$ cat src/hdl/bgc_pkg.sv
`timescale 1ns / 1ps

package bgc_pkg;

  localparam int FRAC_BITS = 16;
  localparam int COORD_W   = FRAC_BITS + 1;
  localparam int POINT_W   = 2 * COORD_W;
  localparam int PROD_W    = 2 * COORD_W;
  localparam int COUNT_W   = 3;
  localparam int CFG_IDX_W = 4;
  localparam int QUEUE_DEPTH = 2;

  localparam logic [COORD_W-1:0] ONE = COORD_W'(1) << FRAC_BITS;

  // Register indexes on the configuration port
  localparam logic [CFG_IDX_W-1:0] REG_SHAPE_EMPTY    = CFG_IDX_W'(0);
  localparam logic [CFG_IDX_W-1:0] REG_INTERIOR_COUNT = CFG_IDX_W'(1);
  localparam int                   REG_POINT_BASE     = 2;

  // One classified item, handed from the front end to the interpolator
  typedef struct packed {
    logic               interp;  // 0: base is the final gain
    logic               neg;     // falling segment
    logic [COORD_W-1:0] base;    // left y, or the final gain
    logic [COORD_W-1:0] dy;
    logic [COORD_W-1:0] dt;
    logic [COORD_W-1:0] span;
  } job_t;

  function automatic logic [COORD_W-1:0] sat_one(logic [COORD_W-1:0] v);
    return (v > ONE) ? ONE : v;
  endfunction

endpackage

$ cat src/hdl/bgc_front.sv
`timescale 1ns / 1ps

module bgc_front #(
  parameter int MAX_INTERIOR = 6
) (
  input  logic                         clk_i,
  input  logic                         rst_ni,
  input  logic                         in_valid_i,
  output logic                         in_stall_o,
  input  logic [bgc_pkg::COORD_W-1:0]  position_i,
  input  logic                         shape_empty_i,
  input  logic [bgc_pkg::COUNT_W-1:0]  interior_count_i,
  input  logic [bgc_pkg::POINT_W-1:0]  point_i [MAX_INTERIOR],
  output logic                         job_valid_o,
  output bgc_pkg::job_t                job_o,
  input  logic                         queue_full_i
);
  import bgc_pkg::*;

  localparam int SEGS  = MAX_INTERIOR + 1;
  localparam int SEG_W = $clog2(SEGS);

  logic [COORD_W-1:0] t;
  logic [COUNT_W-1:0] n_used;
  logic [COORD_W-1:0] px [MAX_INTERIOR];
  logic [COORD_W-1:0] py [MAX_INTERIOR];
  logic [COORD_W-1:0] lx [SEGS];
  logic [COORD_W-1:0] ly [SEGS];
  logic [COORD_W-1:0] rx [SEGS];
  logic [COORD_W-1:0] ry [SEGS];
  logic [SEGS-1:0]    hit;
  logic [SEG_W-1:0]   sel;
  logic               found;
  logic [COORD_W-1:0] ax, ay, bx, by;
  logic [COORD_W-1:0] span, dt;
  logic               neg;
  job_t               job_d, job_q;
  logic               valid_d, valid_q;
  logic               load, push;

  assign t = sat_one(position_i);
  assign n_used = (interior_count_i > COUNT_W'(MAX_INTERIOR)) ?
                  COUNT_W'(MAX_INTERIOR) : interior_count_i;

  for (genvar k = 0; k < MAX_INTERIOR; k++) begin : g_pt
    assign px[k] = sat_one(point_i[k][COORD_W-1:0]);
    assign py[k] = sat_one(point_i[k][POINT_W-1:COORD_W]);
  end

  // Segment i runs from point i to point i+1; the right end closes the curve
  for (genvar i = 0; i < SEGS; i++) begin : g_seg
    if (i == 0) begin : g_first
      assign lx[i] = '0;
      assign ly[i] = '0;
    end else begin : g_inner
      assign lx[i] = px[i-1];
      assign ly[i] = py[i-1];
    end
    if (i < MAX_INTERIOR) begin : g_right
      assign rx[i] = (COUNT_W'(i) < n_used) ? px[i] : ONE;
      assign ry[i] = (COUNT_W'(i) < n_used) ? py[i] : ONE;
    end else begin : g_last
      assign rx[i] = ONE;
      assign ry[i] = ONE;
    end
    assign hit[i] = (COUNT_W'(i) <= n_used) && (t >= lx[i]) && (t <= rx[i]);
  end

  // First segment that holds the position wins
  always_comb begin
    sel   = '0;
    found = 1'b0;
    for (int i = SEGS - 1; i >= 0; i--) begin
      if (hit[i]) begin
        sel   = SEG_W'(i);
        found = 1'b1;
      end
    end
  end

  assign ax   = lx[sel];
  assign ay   = ly[sel];
  assign bx   = rx[sel];
  assign by   = ry[sel];
  assign span = bx - ax;
  assign dt   = t - ax;
  assign neg  = by < ay;

  always_comb begin
    job_d.interp = 1'b0;
    job_d.neg    = neg;
    job_d.base   = ay;
    job_d.dy     = neg ? (ay - by) : (by - ay);
    job_d.dt     = dt;
    job_d.span   = span;
    if (shape_empty_i) begin
      job_d.base = t;
    end else if (t == '0) begin
      job_d.base = '0;
    end else if (t == ONE || !found) begin
      job_d.base = ONE;
    end else if (span == '0) begin
      job_d.base = by;
    end else begin
      job_d.interp = 1'b1;
    end
  end

  assign push       = valid_q && !queue_full_i;
  assign in_stall_o = valid_q && queue_full_i;
  assign load       = in_valid_i && !in_stall_o;
  assign valid_d    = load ? 1'b1 : (push ? 1'b0 : valid_q);

  always_ff @(posedge clk_i or negedge rst_ni) begin
    if (!rst_ni) begin
      valid_q <= 1'b0;
    end else begin
      valid_q <= valid_d;
    end
  end

  always_ff @(posedge clk_i) begin
    if (load) begin
      job_q <= job_d;
    end
  end

  assign job_valid_o = push;
  assign job_o       = job_q;

endmodule

$ cat src/hdl/bgc_queue.sv
`timescale 1ns / 1ps

module bgc_queue (
  input  logic          clk_i,
  input  logic          rst_ni,
  input  logic          push_i,
  input  bgc_pkg::job_t push_data_i,
  output logic          full_o,
  input  logic          pop_i,
  output logic          empty_o,
  output bgc_pkg::job_t head_o
);
  import bgc_pkg::*;

  localparam int PTR_W = (QUEUE_DEPTH > 1) ? $clog2(QUEUE_DEPTH) : 1;
  localparam int CNT_W = $clog2(QUEUE_DEPTH + 1);

  job_t             mem_q [QUEUE_DEPTH];
  logic [PTR_W-1:0] wr_ptr_d, wr_ptr_q;
  logic [PTR_W-1:0] rd_ptr_d, rd_ptr_q;
  logic [CNT_W-1:0] count_d, count_q;
  logic             do_push, do_pop;

  function automatic logic [PTR_W-1:0] bump(logic [PTR_W-1:0] p);
    return (p == PTR_W'(QUEUE_DEPTH - 1)) ? '0 : p + PTR_W'(1);
  endfunction

  assign full_o  = (count_q == CNT_W'(QUEUE_DEPTH));
  assign empty_o = (count_q == '0);
  assign do_push = push_i && !full_o;
  assign do_pop  = pop_i && !empty_o;
  assign head_o  = mem_q[rd_ptr_q];

  always_comb begin
    wr_ptr_d = do_push ? bump(wr_ptr_q) : wr_ptr_q;
    rd_ptr_d = do_pop ? bump(rd_ptr_q) : rd_ptr_q;
    count_d  = count_q;
    if (do_push && !do_pop) begin
      count_d = count_q + CNT_W'(1);
    end else if (do_pop && !do_push) begin
      count_d = count_q - CNT_W'(1);
    end
  end

  always_ff @(posedge clk_i or negedge rst_ni) begin
    if (!rst_ni) begin
      wr_ptr_q <= '0;
      rd_ptr_q <= '0;
      count_q  <= '0;
    end else begin
      wr_ptr_q <= wr_ptr_d;
      rd_ptr_q <= rd_ptr_d;
      count_q  <= count_d;
    end
  end

  always_ff @(posedge clk_i) begin
    if (do_push) begin
      mem_q[wr_ptr_q] <= push_data_i;
    end
  end

endmodule

$ cat src/hdl/bgc_back.sv
`timescale 1ns / 1ps

module bgc_back (
  input  logic                        clk_i,
  input  logic                        rst_ni,
  input  logic                        queue_empty_i,
  input  bgc_pkg::job_t               job_i,
  output logic                        pop_o,
  output logic                        out_valid_o,
  input  logic                        out_stall_i,
  output logic [bgc_pkg::COORD_W-1:0] gain_o
);
  import bgc_pkg::*;

  localparam int DIV_STAGES = COORD_W;

  typedef struct packed {
    logic               interp;
    logic               neg;
    logic [COORD_W-1:0] base;
    logic [COORD_W-1:0] span;
    logic [PROD_W-1:0]  prod;
  } mul_t;

  typedef struct packed {
    logic               interp;
    logic               neg;
    logic [COORD_W-1:0] base;
    logic [COORD_W-1:0] span;
    logic [COORD_W-1:0] rem;
    logic [COORD_W-1:0] nq;   // numerator bits out, quotient bits in
  } div_t;

  logic                advance;
  logic                mul_valid_q;
  mul_t                mul_d, mul_q;
  logic [DIV_STAGES:0] div_valid_q;
  div_t                div_d [DIV_STAGES+1];
  div_t                div_q [DIV_STAGES+1];
  logic [PROD_W-1:0]   num;
  logic                out_valid_q;
  logic [COORD_W-1:0]  gain_d, gain_q;
  div_t                last;

  // The whole pipe moves together unless a finished result is held
  assign advance = !out_valid_q || !out_stall_i;
  assign pop_o   = advance && !queue_empty_i;

  always_comb begin
    mul_d.interp = job_i.interp;
    mul_d.neg    = job_i.neg;
    mul_d.base   = job_i.base;
    mul_d.span   = job_i.span;
    mul_d.prod   = job_i.dy * job_i.dt;
  end

  assign num = mul_q.prod + PROD_W'(mul_q.span >> 1);

  always_comb begin
    div_d[0].interp = mul_q.interp;
    div_d[0].neg    = mul_q.neg;
    div_d[0].base   = mul_q.base;
    div_d[0].span   = mul_q.span;
    div_d[0].rem    = num[PROD_W-1:COORD_W];
    div_d[0].nq     = num[COORD_W-1:0];
  end

  // One restoring step per stage; for interpolated items the remainder stays below span
  for (genvar k = 1; k <= DIV_STAGES; k++) begin : g_div
    logic [COORD_W:0] trial;
    logic [COORD_W:0] diff;
    logic             ge;
    assign trial = {div_q[k-1].rem, div_q[k-1].nq[COORD_W-1]};
    assign ge    = trial >= {1'b0, div_q[k-1].span};
    assign diff  = trial - {1'b0, div_q[k-1].span};
    always_comb begin
      div_d[k]      = div_q[k-1];
      div_d[k].rem  = ge ? diff[COORD_W-1:0] : trial[COORD_W-1:0];
      div_d[k].nq   = {div_q[k-1].nq[COORD_W-2:0], ge};
    end
  end

  assign last = div_q[DIV_STAGES];

  always_comb begin
    gain_d = last.base;
    if (last.interp) begin
      gain_d = last.neg ? (last.base - last.nq) : (last.base + last.nq);
    end
  end

  always_ff @(posedge clk_i or negedge rst_ni) begin
    if (!rst_ni) begin
      mul_valid_q <= 1'b0;
      div_valid_q <= '0;
      out_valid_q <= 1'b0;
    end else if (advance) begin
      mul_valid_q <= pop_o;
      div_valid_q <= {div_valid_q[DIV_STAGES-1:0], mul_valid_q};
      out_valid_q <= div_valid_q[DIV_STAGES];
    end
  end

  always_ff @(posedge clk_i) begin
    if (advance) begin
      mul_q  <= mul_d;
      div_q  <= div_d;
      gain_q <= gain_d;
    end
  end

  assign out_valid_o = out_valid_q;
  assign gain_o      = gain_q;

endmodule

$ cat src/hdl/breakpoint_gain_curve_unit.sv
// Throughput: one position per cycle when the output is not stalled; the divider
// is a 17-stage restoring pipe.
// in_stall_o rises only when the two-entry queue is full behind a held result.
// Reset (async, active low) empties the pipe and sets shape_empty = 1,
// interior_count = 0 and all points to 0, so gain follows position.
`timescale 1ns / 1ps

module breakpoint_gain_curve_unit #(
  parameter int MAX_INTERIOR = 6
) (
  input  logic                          clk_i,
  input  logic                          rst_ni,
  // position channel
  input  logic                          in_valid_i,
  output logic                          in_stall_o,
  input  logic [bgc_pkg::COORD_W-1:0]   position_i,
  // gain channel
  output logic                          out_valid_o,
  input  logic                          out_stall_i,
  output logic [bgc_pkg::COORD_W-1:0]   gain_o,
  // register writes
  input  logic                          cfg_valid_i,
  output logic                          cfg_ready_o,
  input  logic [bgc_pkg::CFG_IDX_W-1:0] cfg_index_i,
  input  logic [bgc_pkg::POINT_W-1:0]   cfg_data_i
);
  import bgc_pkg::*;

  logic               shape_empty_q;
  logic [COUNT_W-1:0] interior_count_q;
  logic [POINT_W-1:0] point_q [MAX_INTERIOR];
  logic               cfg_write;

  logic               job_push;
  job_t               job_front;
  logic               queue_full;
  logic               queue_pop;
  logic               queue_empty;
  job_t               job_head;

  // Register file: always ready, writes beyond the list are dropped
  assign cfg_ready_o = 1'b1;
  assign cfg_write   = cfg_valid_i && cfg_ready_o;

  always_ff @(posedge clk_i or negedge rst_ni) begin
    if (!rst_ni) begin
      shape_empty_q    <= 1'b1;
      interior_count_q <= '0;
    end else if (cfg_write) begin
      if (cfg_index_i == REG_SHAPE_EMPTY) begin
        shape_empty_q <= cfg_data_i[0];
      end
      if (cfg_index_i == REG_INTERIOR_COUNT) begin
        interior_count_q <= cfg_data_i[COUNT_W-1:0];
      end
    end
  end

  for (genvar k = 0; k < MAX_INTERIOR; k++) begin : g_point
    always_ff @(posedge clk_i or negedge rst_ni) begin
      if (!rst_ni) begin
        point_q[k] <= '0;
      end else if (cfg_write && cfg_index_i == CFG_IDX_W'(REG_POINT_BASE + k)) begin
        point_q[k] <= cfg_data_i;
      end
    end
  end

  // Front end: saturate, find the segment, hold one classified item
  bgc_front #(
    .MAX_INTERIOR (MAX_INTERIOR)
  ) u_front (
    .clk_i            (clk_i),
    .rst_ni           (rst_ni),
    .in_valid_i       (in_valid_i),
    .in_stall_o       (in_stall_o),
    .position_i       (position_i),
    .shape_empty_i    (shape_empty_q),
    .interior_count_i (interior_count_q),
    .point_i          (point_q),
    .job_valid_o      (job_push),
    .job_o            (job_front),
    .queue_full_i     (queue_full)
  );

  // Decouple the front end from the interpolator so each can stall alone
  bgc_queue u_queue (
    .clk_i       (clk_i),
    .rst_ni      (rst_ni),
    .push_i      (job_push),
    .push_data_i (job_front),
    .full_o      (queue_full),
    .pop_i       (queue_pop),
    .empty_o     (queue_empty),
    .head_o      (job_head)
  );

  // Back end: multiply, round, divide, apply offset, hold result
  bgc_back u_back (
    .clk_i         (clk_i),
    .rst_ni        (rst_ni),
    .queue_empty_i (queue_empty),
    .job_i         (job_head),
    .pop_o         (queue_pop),
    .out_valid_o   (out_valid_o),
    .out_stall_i   (out_stall_i),
    .gain_o        (gain_o)
  );

endmodule

$ cat config.mk
export PLATFORM = sky130hd
export DESIGN_NAME = breakpoint_gain_curve_unit
export DESIGN_NICKNAME = d
export VERILOG_FILES = /design/src/hdl/bgc_pkg.sv /design/src/hdl/bgc_front.sv /design/src/hdl/bgc_queue.sv /design/src/hdl/bgc_back.sv /design/src/hdl/breakpoint_gain_curve_unit.sv
export SDC_FILE = /design/constraint.sdc
export NUM_CORES = 2
export LEC_CHECK = 0
export ABC_AREA = 0
export BUFFER_PORTS_ARGS = -buffer_cell sky130_fd_sc_hd__buf_2
export CAP_MARGIN = 15
export CORE_MARGIN = 5
export CORE_UTILIZATION = 65
export CTS_CLUSTER_DIAMETER = 100
export DETAILED_ROUTE_END_ITERATION = 7
export GPL_TIMING_DRIVEN = 0
export PLACE_DENSITY = 0.82
export SLEW_MARGIN = 20
export SYNTH_ARGS = -nofsm -noshare
export SYNTH_HDL_FRONTEND = slang
export SYNTH_SLANG_ARGS = --single-unit
$ cat constraint.sdc
create_clock -name clk_i -period 85.9 [get_ports clk_i]
set_input_delay 8.59 -clock clk_i [delete_from_list [all_inputs] [get_ports clk_i]]
set_output_delay 8.59 -clock clk_i [all_outputs]
set_load 0.005 [all_outputs]
[Word level (Yosys, flattened, before mapping)]
Memory sizes are Yosys's and may differ from the RTL's.
Cells that the tools add are included.
Word-level totals
  memory bits (writable): 140
  input port bits: 60
  output and inout port bits: 20
  word-level logic and storage cells: 363
  memories: 1
  register bits: 1616
Cells by class
  multiplexer cells: 84
  $mul: 1
  reductions and logical operators: 47
  magnitude comparators: 60
  $add $sub $neg: 27
  bitwise gates (word level): 1
  equality and inequality tests: 9
Memories
  u_queue.mem_q: depth 2, bits a word 70, read ports 1, clocked after Yosys merged registers in 0, wr ports 1, RTL line bgc_queue.sv:18  | job_t mem_q [QUEUE_DEPTH];
Operator list (count)
  $mux 17: 56
  $sub 17x17->17: 21
  $ge 18x17->1: 17
  $gt 17x17->1 const B: 13
  $bmux 17 s3: 4
  $ge 17x17->1: 6
  $le 17x17->1: 6
  $add 34x16->34: 1
  $logic_not 17->1: 2
  $mul 17x17->34: 1
  $logic_and 1x1->1: 28
  $mux 3: 8
  $add 17x17->17: 1
  $eq 17x17->1 const B: 1
  $ge 17x1->1 const B: 1
  $le 17x17->1 const B: 1
  $lt 17x17->1: 1
  $eq 4x3->1 const B: 4
  $mux 1: 14
  $le 3x3->1 const A: 3
  $eq 4x2->1 const B: 2
  $logic_not 1->1: 8
  $le 1x3->1 const A: 2
  $le 2x3->1 const A: 2
  other kinds (18): 26

[Longest topological paths before layout]
  depth in word-level cells: 22
  mapped depth: 44

[Modules after synthesis]
Synthesis repeated with hierarchy kept, for this count alone.
Unflattened totals
  cells, all modules: 7892
  area total of the unflattened synthesis: 97267.0 µm²
By module, submodules not included
  bgc_back: instances 1, cells each 5178, area an instance 68398.1 µm², seq. area each 39928.3 µm²
  bgc_front: instances 1, cells each 2026, area an instance 15376.0 µm², seq. area each 2127.0 µm²
  breakpoint_gain_curve_unit: instances 1, cells each 451, area an instance 7893.8 µm², seq. area each 5206.2 µm²
  bgc_queue: instances 1, cells each 237, area an instance 5599.1 µm², seq. area each 4304.1 µm²

[Least setup slack after synthesis]
OpenSTA, ideal clock, no wires.
  path kind: in2reg
  start point: in out_stall_i
  end point: reg u_back.div_valid_q[10]
  arrival: 48809 ps
  slack: 36888 ps
  cell stages on the path: 3
  buffers on the path: 1
  data required time: 85697 ps
  path through: nand2_1 clkbuf_1 mux2_2
On the way
  longest elaborated chain between the ends: 2
Ends and longest elaborated chain
  start: declaration: RTL line breakpoint_gain_curve_unit.sv:19  | input logic out_stall_i,
  $logic_not 1->1: RTL line bgc_back.sv:46  | assign advance = !out_valid_q || !out_stall_i;
  $logic_or 1x1->1: RTL line bgc_back.sv:46
  end signal: assignment: RTL line bgc_back.sv:99  | div_valid_q <= {div_valid_q[DIV_STAGES-1:0], mul_valid_q};
  end: declaration: RTL line bgc_back.sv:37  | logic [DIV_STAGES:0] div_valid_q;
No other way between the ends.
A chain may end at the register's enable or synchronous reset.

==> impl_metrics.yaml <==
cts:
  postCtsSetupBuffers: 0
  clkSlewWorstSetupHoldPaths_ns: 0.07
  clk_latency_ns: 0.84
  cts-htree-levels: 4
  clockRootBuffer: "clkbuf_16"
  hold_buffers: 0
  clock_sinks: 1756
  postCtsResizedCells: 0
  cts_tree: "done"
  clk_path_buf_depth: 3
  cts_inserted_buffers: 173
yosys:
  synth_top_area_cell: "edfxtp_1"
  yosys.area_share.xor_xnor_pct: 1.88
  yosys-top-cells-area: "edfxtp_1, ha_1, dfrtp_1"
  muxShareOfSynthArea_pct: 5.51
  syn_area_um2: 95300
  synthAdderAreaFrac_pct: 14.2
  yosysSeqAreaShare_pct: 54.1
  synth_seq_cells: 1756
  postSynthCellCount: 7941
  synth_simple_gate_area_share_pct: 9.48
  synth_top_family_by_area: "adder cells"
  ys_types: 100
  yosys-top-cells-count: "edfxtp_1, inv_1, nand2_1"
  synthArstFlopShare_pct: 13.3
  yosys_warnings: 0
  yosysMostFrequentCell: "edfxtp_1"
  synth_compound_gate_area_share_pct: 10.4
  yosys.area.top_type_share_pct: 48.0
  yosys_most_used_dff: "edfxtp_1"
  synth_edf_count: 1523
  syn-num-nets: 8937
  avgSynthCellArea_um2: 12.0
route:
  initialDrtViolationCount: 7426
  num_vias: 67162
  wire_per_inst_um: 27.2
  antenna_left: 0
  dr.pass1.iters: 7
  drc_errors: 0
  wirelength_mm: 280
  viasPerCell: 6.52
worst_setup_path:
  r2r_setup_slack_ns: 72.46
  cp.required_ns: 86.50
  arrival_ns: 21.11
  end_kind: "flip-flop"
  timing_worst_setup_path_type: "in -> reg"
  cp_slowest_cell: "buf_1"
  critPathMaxStageDelay_ns: 0.80
  cp_common_cell: "a21oi_1"
  cp_max_fo: 12
  start_kind: "primary input"
placed_design:
  io_buffers: 78
  dp_hpwl_mm: 202
  dp_slack_ns: 64.87
  placed_cells: 9982
  gp_congestion: 1.03
die:
  coreArea_um2: 146000
  dieHeight_um: 393
  rows: 140
  dieArea_um2: 154000
  initial_core_util_pct: 65.4
  io_pins: 80
  die_x_um: 393
job:
  cap_viol_max_count: 0
worst_hold_path:
  min_path_type: "reg -> reg"
timing:
  drv_slew: 0
  slew_headroom_pct: 17.8
  finalCriticalPeriod_ns: 20.51
  fin_ws_ns: 65.39
  fmax_mhz: 48.8
  finalSetupViolations: 0
  tns_ns: 0
  period_share_pct: 23.9
  skew_ns: 0.0646
  hold_violations: 0
  worst-slew-pin-transition_ns: 1.20
  worst_hold_slack_ns: 0.385
  rsz0062_at_grt: "no"
final_layout:
  area_growth_pct: 10.5
  layout.cells.non_filler: 10303
  drive_gt1_share_pct: 10.3
  nets: 9236
  fillers: 9358
global_routing:
  grt_max_degree: 92
  first_global_vias: 67937
  globalRouteOverflowTotal: 0
  use_met2_pct: 59.9
  grt_pass1_wl_mm: 419
  grt_util_met3_pct: 6.23
  grt_antenna_before_repair: 12
  grt_use_total_pct: 36.5
  met1_usage_pct: 45.1
  busiest_layer: "met2"
run_status:
  outcome: "complete, no violations"
## cell usage in the layout, fill, tap and decap left out, drive strengths merged, types with 21 or more instances in the layout
master,synthesis,routed
mux2i,98,98
nor4,90,90
o22ai,29,29
a21oi,309,309
nor2,509,509
fa,245,245
a221oi,39,39
nor3,62,62
nand4,88,88
xor2,48,48
a21boi,152,152
a31oi,51,51
bufinv,0,21
nor3b,36,36
edfxtp,1523,1523
a21o,118,118
and2,25,25
o21ai,407,407
ha,691,691
clkbuf,177,382
a22oi,30,30
xnor2,156,156
nand3,197,197
and3,37,37
mux2,379,379
nand2b,45,45
o31ai,89,89
o21a,49,49
a22o,39,39
nand2,709,709
clkinv,0,74
buf,54,178
o211ai,28,28
dfrtp,232,232
nor2b,86,86
o21bai,22,22
inv,857,861
a211oi,40,40
## final cells by class
| class | instances | area (um2) | area share [%] |
|---|---|---|---|
| sequential | 1756 | 51600 | 49.0 |
| tap | 1917 | 2400 | 2.28 |
| inverter | 857 | 3220 | 3.06 |
| clock inverter | 108 | 1410 | 1.34 |
| antenna | 8 | 20.0 | 0.0190 |
| clock buffer | 205 | 4480 | 4.26 |
| timing repair buffer | 124 | 1510 | 1.43 |
| multi-input combinational | 5097 | 39700 | 37.7 |
| buffer | 231 | 923 | 0.877 |
## registers in the layout (all words and copies together), names as in the netlist, 2 cells and up
signal	count
point_q	204
u_back.gain_o	17
u_queue.mem_q	140
interior_count_q	3
u_front.job_o	70
u_back.div_q	342
u_queue.count_q	2
u_back.mul_q	34
u_back.div_d	920
u_back.div_valid_q	18
## cell families after synthesis
family                     Yosys count
other                                1
xor gates and xnor gates           204
muxes                              477
buffers and inverters             1088
and+or+nand+nor                   1953
adders and majority gates          938
AOI/OAI and AO/OA                 1524
DFF                               1756
## metrics by stage
stage | area, um2 | util, %
after floorplan | 95300 | -
after global placement | 98100 | 67.3
after detailed placement | 99300 | 68.2
after CTS | 105000 | 72.2
after global routing | 105000 | 72.2
final | 105000 | 72.2
## worst max-delay path: cells and delay by family
kind	cells	cell delay, ns
compound gates	18	5.18
xor+xnor	1	0.15
mux	1	0.16
fa+ha+maj	3	0.95
simple gates	8	1.92
buf+inv	9	4.05
## final timing paths
path / from / end / depth (start not counted)
min: u_back.div_d[827] / u_back.div_d[757] / 0
max reg2reg: point_q[83] / u_front.job_o[67] / 42
min reg2reg: u_back.div_d[827] / u_back.div_d[757] / 0
max: position_i[16] / u_front.job_o[67] / 40
min in group asynchronous: rst_ni / point_q[128] / 1
max in group asynchronous: rst_ni / point_q[3] / 3
## routing by layer
layer | vias up | wire [um]
met2 | 3744 | 132000
met1 | 32902 | 104000
met4 | 4 | 22300
met5 | - | 25
met3 | 1137 | 22100
li1 | 29375 | -
Power is left out: the tool's default activity adds up to more than one toggle a clock period on the data nets, which glitch-free logic cannot reach.
